$ cat src/aero_stability_moment_unit_assert.svh
// ---------------------------------------------------------------------------
// Assertion macros for the stability moment unit
// Concurrent checks clocked on clk, disabled while rst_n is low.
// ---------------------------------------------------------------------------
`ifndef AERO_STABILITY_MOMENT_UNIT_ASSERT_SVH
`define AERO_STABILITY_MOMENT_UNIT_ASSERT_SVH

// same-cycle implication
`define ASMU_ASSERT_NOW(lbl, ante, cons) \
  lbl: assert property (@(posedge clk) disable iff (!rst_n) (ante) |-> (cons)) \
    else $error("asmu check failed");

// next-cycle implication
`define ASMU_ASSERT_NEXT(lbl, ante, cons) \
  lbl: assert property (@(posedge clk) disable iff (!rst_n) (ante) |=> (cons)) \
    else $error("asmu check failed");

`endif

$ cat src/asmu_pkg.sv
// ---------------------------------------------------------------------------
// asmu_pkg
// Shared constants, register codes and pipeline types.
// ---------------------------------------------------------------------------
`default_nettype none
package asmu_pkg;

  localparam int DIV_BITS    = 48;               // dividend width = quotient width
  localparam int LANE_LAT    = DIV_BITS + 9;     // lane stages, S0 output to moment
  localparam int QM_TAP      = DIV_BITS + 4;     // common stage aligned to multiply entry
  localparam int ANGLE_LIMIT = 4096;             // 0.5 rad in Q2.13

  typedef enum logic [2:0] {
    CFG_MIN_AIRSPEED  = 3'd0,
    CFG_PITCH_STAB    = 3'd1,
    CFG_YAW_STAB      = 3'd2,
    CFG_ROLL_STAB     = 3'd3,
    CFG_PITCH_DAMP    = 3'd4,
    CFG_YAW_DAMP      = 3'd5,
    CFG_ROLL_DAMP     = 3'd6,
    CFG_MOMENT_FACTOR = 3'd7
  } cfg_idx_t;

  typedef struct packed {
    logic        vld;
    logic        gate;
    logic [31:0] tq_p;
    logic [31:0] tq_y;
    logic [31:0] tq_r;
    logic [51:0] qm;
  } common_t;

  typedef struct packed {
    logic        neg;
    logic [31:0] stab;
  } div_side_t;

  typedef struct packed {
    logic        neg;
    logic [33:0] mag;
  } moment_t;

  typedef struct packed {
    logic [31:0] tq_p;
    logic [31:0] tq_y;
    logic [31:0] tq_r;
    logic        applied;
    logic        sat;
  } res_t;

endpackage
`default_nettype wire

$ cat src/asmu_merge.sv
// ---------------------------------------------------------------------------
// asmu_merge
// Adds the three lane moments to the torques when gated on (else passes them), saturates, holds the result.
// ---------------------------------------------------------------------------
`default_nettype none
module asmu_merge (
  input  wire logic              clk,
  input  wire logic              rst_n,
  input  wire logic              en,
  input  wire asmu_pkg::common_t cm,
  input  wire asmu_pkg::moment_t m_p,
  input  wire asmu_pkg::moment_t m_y,
  input  wire asmu_pkg::moment_t m_r,
  output logic                   out_vld,
  output asmu_pkg::res_t         res
);
  import asmu_pkg::*;

  logic   vld_r, vld_nxt;
  res_t   res_r, res_nxt;
  logic   sat_p, sat_y, sat_r;
  logic [31:0] sum_p, sum_y, sum_r;

  function automatic logic [32:0] sat_add(logic [31:0] tq, moment_t m);
    logic signed [35:0] mv, s;
    logic               hi, lo;
    mv = m.neg ? -$signed({2'b00, m.mag}) : $signed({2'b00, m.mag});
    s  = 36'($signed(tq)) + mv;
    hi = (s > 36'sh0_7FFF_FFFF);
    lo = (s < -36'sh0_8000_0000);
    if (hi) return {1'b1, 32'h7FFF_FFFF};
    if (lo) return {1'b1, 32'h8000_0000};
    return {1'b0, s[31:0]};
  endfunction

  always_comb begin
    {sat_p, sum_p} = sat_add(cm.tq_p, m_p);
    {sat_y, sum_y} = sat_add(cm.tq_y, m_y);
    {sat_r, sum_r} = sat_add(cm.tq_r, m_r);
    vld_nxt = en ? cm.vld : vld_r;
    res_nxt = res_r;
    if (en) begin
      if (cm.gate) begin
        res_nxt = '{tq_p: sum_p, tq_y: sum_y, tq_r: sum_r, applied: 1'b1,
                    sat: sat_p | sat_y | sat_r};
      end else begin
        res_nxt = '{tq_p: cm.tq_p, tq_y: cm.tq_y, tq_r: cm.tq_r, applied: 1'b0,
                    sat: 1'b0};
      end
    end
  end

  always_ff @(posedge clk) begin
    if (!rst_n) begin
      vld_r <= 1'b0;
    end else begin
      vld_r <= vld_nxt;
    end
  end

  always_ff @(posedge clk) begin
    res_r <= res_nxt;
  end

  assign out_vld = vld_r;
  assign res     = res_r;
endmodule
`default_nettype wire

$ cat config.mk
export PLATFORM = sky130hd
export DESIGN_NAME = asmu_merge
export DESIGN_NICKNAME = d
export VERILOG_FILES = /design/src/aero_stability_moment_unit_assert.svh /design/src/asmu_pkg.sv /design/src/asmu_merge.sv
export SDC_FILE = /design/constraint.sdc
export NUM_CORES = 1
export LEC_CHECK = 0
export ABC_AREA = 1
export BUFFER_PORTS_ARGS = -buffer_cell sky130_fd_sc_hd__buf_2
export CORE_MARGIN = 2
export CORE_UTILIZATION = 55
export CTS_CLUSTER_SIZE = 12
export DETAILED_ROUTE_END_ITERATION = 10
export PLACE_DENSITY_LB_ADDON = 0.08
export SETUP_SLACK_MARGIN = 0.5
export SLEW_MARGIN = 20
export SYNTH_ARGS = -nofsm -noshare
export SYNTH_HDL_FRONTEND = slang
export SYNTH_SLANG_ARGS = --single-unit
$ cat constraint.sdc
create_clock -name clk -period 5.6 [get_ports clk]
set_input_delay 0.56 -clock clk [delete_from_list [all_inputs] [get_ports clk]]
set_output_delay 0.56 -clock clk [all_outputs]
set_load 0.02 [all_outputs]
# [Yosys cells after proc, flatten, opt, wreduce, memory -nomap -nowiden]
# Index checks and enable logic that the tools add are counted.
[op_classes] n_reduce_logical=0 order_cmp=6 mux=25 div=0 add_sub_neg=6 n_eq_ne=0 shifts=0 bitwise=2 mul=0
[ops] op="33-bit two-way mux" count=12
[ops] op="32-bit by 36-bit adder with 36-bit output" count=3
[ops] op="36-bit by 32-bit greater-than comparator with 1-bit output (second input constant)" count=3
[ops] op="36-bit by 32-bit less-than comparator with 1-bit output (second input constant)" count=3
[ops] op="36-bit two-way mux" count=3
[ops] op="34-bit negation with 36-bit output" count=3
[ops] op="98-bit two-way mux" count=1
[ops] op="1-bit two-way mux" count=9
[ops] op="1-bit OR" count=2
[word_totals] mem_bits_rw=0 reg_bits=99 elab_cells=45 mem_bits_ro=0 latch_bits=0 out_inout_bits=99 n_memories=0

# [Depth between registers and ports, before layout]
[logic_depth] ltp_word=11 mapped_depth=30 mapped_depth_nobuf=30

# [Least setup slack after synthesis]
# Ideal clock, no wire load.
[synth_path] path_type="in2reg" start="input m_p[1] in the netlist's numbering" end="register res_r, in the netlist res[96] (data pin)" t_required_ns=5.340 arrival_time_ns=3.796 setup_slack_ns=1.544 setup_time_ns=0.260 stages=28 path_cell_list="inv_1 > ha_1 > nand4_2 > nor3_2 > nand3_2 > nor2_2 > nand2_1 > o21ai_2 > nand2_2 > nor2_2 > nand3_1 > xor2_1 > ha_1 > inv_1 > nor3_1 > nand2_1 > nor2_1 > nand2_2 > nand2_1 > nand2_1 > nand2_1 > nand2_1 > nor2_2 > nor2_2 > nor2_4 > buf_6 > buf_12 > a21oi_4"
[synth_via] elab_chain_len=9
[synth_rtl] element="from (decl)" line="asmu_merge.sv:11" text="input wire asmu_pkg::moment_t m_p,"
[synth_rtl] element="34-bit negation with 36-bit output" line="asmu_merge.sv:27" text="mv = m.neg ? -$signed({2'b00, m.mag}) : $signed({2'b00, m.mag});"
[synth_rtl] element="36-bit two-way mux *" line="asmu_merge.sv:27"
[synth_rtl] element="32-bit by 36-bit adder with 36-bit output *" line="asmu_merge.sv:28" text="s = 36'($signed(tq)) + mv;"
[synth_rtl] element="36-bit by 32-bit less-than comparator with 1-bit output" line="asmu_merge.sv:30" text="lo = (s < -36'sh0_8000_0000);"
[synth_rtl] element="1-bit two-way mux (2 in series)" line="asmu_merge.sv:32" text="if (lo) return {1'b1, 32'h8000_0000};"
[synth_rtl] element="33-bit two-way mux" line="asmu_merge.sv:33" text="return {1'b0, s[31:0]};"
[synth_rtl] element="33-bit two-way mux *" line="asmu_merge.sv:32"
[synth_rtl] element="98-bit two-way mux *" line="asmu_merge.sv:43" text="if (cm.gate) begin"
[synth_rtl] element="to (signal assigned)" line="asmu_merge.sv:62" text="res_r <= res_nxt;"
[synth_rtl] element="to (decl)" line="asmu_merge.sv:20" text="res_t res_r, res_nxt;"
# Mark *: on every way between the ends. The rest lies on a longest branch, timed or not. The select of a mux whose other input is x is not followed.
# A chain may end at the register's enable or synchronous reset.

# [Final worst setup path]
[layout_path] start="input m_y[0] in the netlist's numbering" end="register res_r, in the netlist res[50] (data pin)"
[layout_via] elab_chain_len=9
[layout_rtl] element="from (decl)" line="asmu_merge.sv:12" text="input wire asmu_pkg::moment_t m_y,"
[layout_rtl] element="34-bit negation with 36-bit output" line="asmu_merge.sv:27"
[layout_rtl] element="36-bit two-way mux *" line="asmu_merge.sv:27"
[layout_rtl] element="32-bit by 36-bit adder with 36-bit output *" line="asmu_merge.sv:28"
[layout_rtl] element="36-bit by 32-bit less-than comparator with 1-bit output" line="asmu_merge.sv:30"
[layout_rtl] element="1-bit two-way mux (2 in series)" line="asmu_merge.sv:32"
[layout_rtl] element="33-bit two-way mux" line="asmu_merge.sv:33"
[layout_rtl] element="33-bit two-way mux *" line="asmu_merge.sv:32"
[layout_rtl] element="98-bit two-way mux *" line="asmu_merge.sv:43"
# Marked as above.

==> flow_summary.toml <==
[route]
vias = 14990
first_iter_violations = 1410
vias_per_cell = 5.468
postRouteAntennaNets = 0
wire_per_inst_um = 15.63
drc_errors = 0
totalWireLength_um = 42840
dr.pass1.iters = 5

[final_layout]
drive_above_1_share_pct = 18.61
final_core_util_pct = 64.05
fin_nets = 2773
multi_input_area_um2 = 9898
nFillCells = 2425
stdcell_count = 2741
seq_area_um2 = 2963
mostFrequentLayoutCell = "nand2_1"
final_cell_mix = "nand2_1 (590), nor2_1 (303), buf_2 (302)"
areaGrowthSynthToFinish_pct = 15.53

[placement]
gp_congestion = 1.005
dp_hpwl_um = 34960
dp_slack_ns = 0.4824
portBuffers = 304
dp.cells = 2721

[timing]
totalNegativeSetupSlack_ns = 0
min_period_over_period_pct = 84.63
timing.final.ws_setup_ns = 0.8606
fin_skew_ns = 0
tightest_slew_ns = 0.7623
fmax_mhz = 211.0
maxSlewViolCount = 0
layout_min_cycle_time_ns = 4.739
hold_violations = 0
setup_viol = 0
rsz0062_at_grt = "yes"
max_slew_margin_pct = 49.18

[worst_setup_path]
max_stage_delay_ns = 0.34
critPathArrivalTime_ns = 4.82
worstPathMaxFanout = 29
setup.worst_path.end_class = "flop"
path_buf_inv = 4
crit_top_cell = "nand2_1"
reg2reg_setup_slack_ns = 4.91
worst_r2r_startpoint = "out_vld"
crit_slowest_cell = "ha_1"
critPathRequiredTime_ns = 5.68
crit_type = "in -> reg"
worst_setup_path_start_kind = "primary input"
critPathLaunch = "m_y[0]"
cp_top_family = "simple AND/OR/NAND/NOR gates"

[logic_synthesis]
synth_fp_nets = 2486
synthFlopType = "edfxtp_1"
ys_warn_count = 0
ys_seq_area_share_pct = 21.41
syn_inst = 2115
syn-cell-area_um2 = 13840
synth_edf_count = 98
synth_seq_cells = 99
ys_types = 55
synthArstFlopShare_pct = 0
synth_area_per_cell_um2 = 6.544

[clock_tree]
cts_resized = 0
clk_pin_slew_ns = 0.09
clockRootBuffer = "clkbuf_16"
insertion_delay_ns = 0.36
tritoncts = "done"
clk_path_buf_depth = 2
cts_max_level = 3
cts_buffers = 9
cts_num_sinks = 99
hold_buffers = 0
post-cts-setup-buffer-count = 0

[worst_hold_path]
min_path_type = "in -> reg"
hp-start = "cm[149]"

[die]
core-area_um2 = 24960
io_pins = 357
die-area_um2 = 26450
die_h_um = 162.6
die_x_um = 162.6
start_util_pct = 55.44
rows = 58

[global_routing]
antenna_found_initial = 3
grt_pass1_vias = 13780
gr-total-overflow = 0
grt.total_usage_pct = 31.65
grt_max_degree = 57
grt_pass1_wl_um = 67410

[pwr]
peakVddDrop_uv = 157.3
leakage_uw = 0.007774
p_per_area_nw_per_um2 = 236.8

[run]
cap_violations = 0

[run_status]
status = "complete, no violations"
-- cells by family (layout without fill, tap and decap cells) --
group	count (synthesis)	count (layout)	synth area share [%]
flip-flops	99	99	21.41
AO/OA/AOI/OAI	369	369	15.81
XOR/XNOR	181	181	11.56
buffers and inverters	242	534	7.250
AND/OR/NAND/NOR	1111	1111	33.59
other	0	4	0
adder cells (fa/ha/maj)	113	113	10.38
-- where the power goes --
group	leakage, uW	switching [uW]	total [uW]	internal (uW)
Clock	0.000143	325	677	352
Combinational	0.00666	1380	2120	742
Sequential	0.000972	30.4	989	959
Total	0.00777	1730	3790	2050
-- final timing paths --
| path | to | depth (start not counted) |
|---|---|---|
| setup / recovery | res[50] | 25 |
| hold / removal | out_vld | 3 |
| setup reg to reg | out_vld | 2 |
| hold reg to reg | out_vld | 2 |
-- layer usage --
metal	GRT usage (%)	part of all wire (%)
met1	42.43	44
met2	53.93	46
met3	4.253	7.3
met4	8.045	2.3
met5	0	0.030
-- cell type report --
cell class / count / area share [%]
Tap cell: 330 / 2.582
Inverter: 202 / 4.742
Timing Repair Buffer: 316 / 10.34
Multi-Input combinational cell: 1774 / 61.90
Sequential cell: 99 / 18.53
Antenna cell: 4 / 0.06260
Clock inverter: 5 / 0.3912
Clock buffer: 11 / 1.455
-- synthesized netlist by cell type, types with 5 or more instances --
cell | number | area [um^2]
o21ai_1 | 7 | 35.03
o21ai_0 | 75 | 375.4
o21bai_1 | 17 | 127.6
edfxtp_1 | 98 | 2943
inv_2 | 7 | 26.28
nor2_1 | 304 | 1141
a21oi_2 | 24 | 210.2
nand3_2 | 6 | 60.06
ha_1 | 110 | 1376
nor4_1 | 13 | 81.33
clkbuf_1 | 21 | 78.83
xnor2_1 | 64 | 560.5
nand2_2 | 28 | 175.2
a21oi_4 | 10 | 162.7
nand2_1 | 590 | 2215
or2_2 | 7 | 43.79
xor2_1 | 115 | 1007
inv_1 | 193 | 724.4
a31oi_1 | 20 | 125.1
nor2_2 | 15 | 93.84
nand4_1 | 11 | 68.82
nor3_1 | 22 | 110.1
buf_2 | 5 | 25.02
o41ai_1 | 5 | 43.79
buf_4 | 7 | 52.55
nand3_1 | 95 | 475.5
a21oi_1 | 192 | 960.9
nor3_2 | 6 | 60.06
-- worst register-to-register path, stage by stage (launching register included) --
cell	delay, ns
dfxtp_1	0.31
o21ai_0	0.18
a21oi_1	0.06
-- state kept, by name (all words and copies together) (netlist names) --
name     flops
out_vld      1
res         98
-- per-stage QoR --
step | total power (uW) | hold slack (ns) | area (um^2)
after floorplan | 2522 | 0.6055 | 13840
after global placement | 3060 | 0.5176 | 15640
after detailed placement | 3083 | 0.5611 | 15640
after CTS | 3762 | 0.4214 | 15930
after global routing | 4050 | 0.4299 | 15980
final | 3786 | 0.4203 | 15990
(Power assumes the default switching activity.)
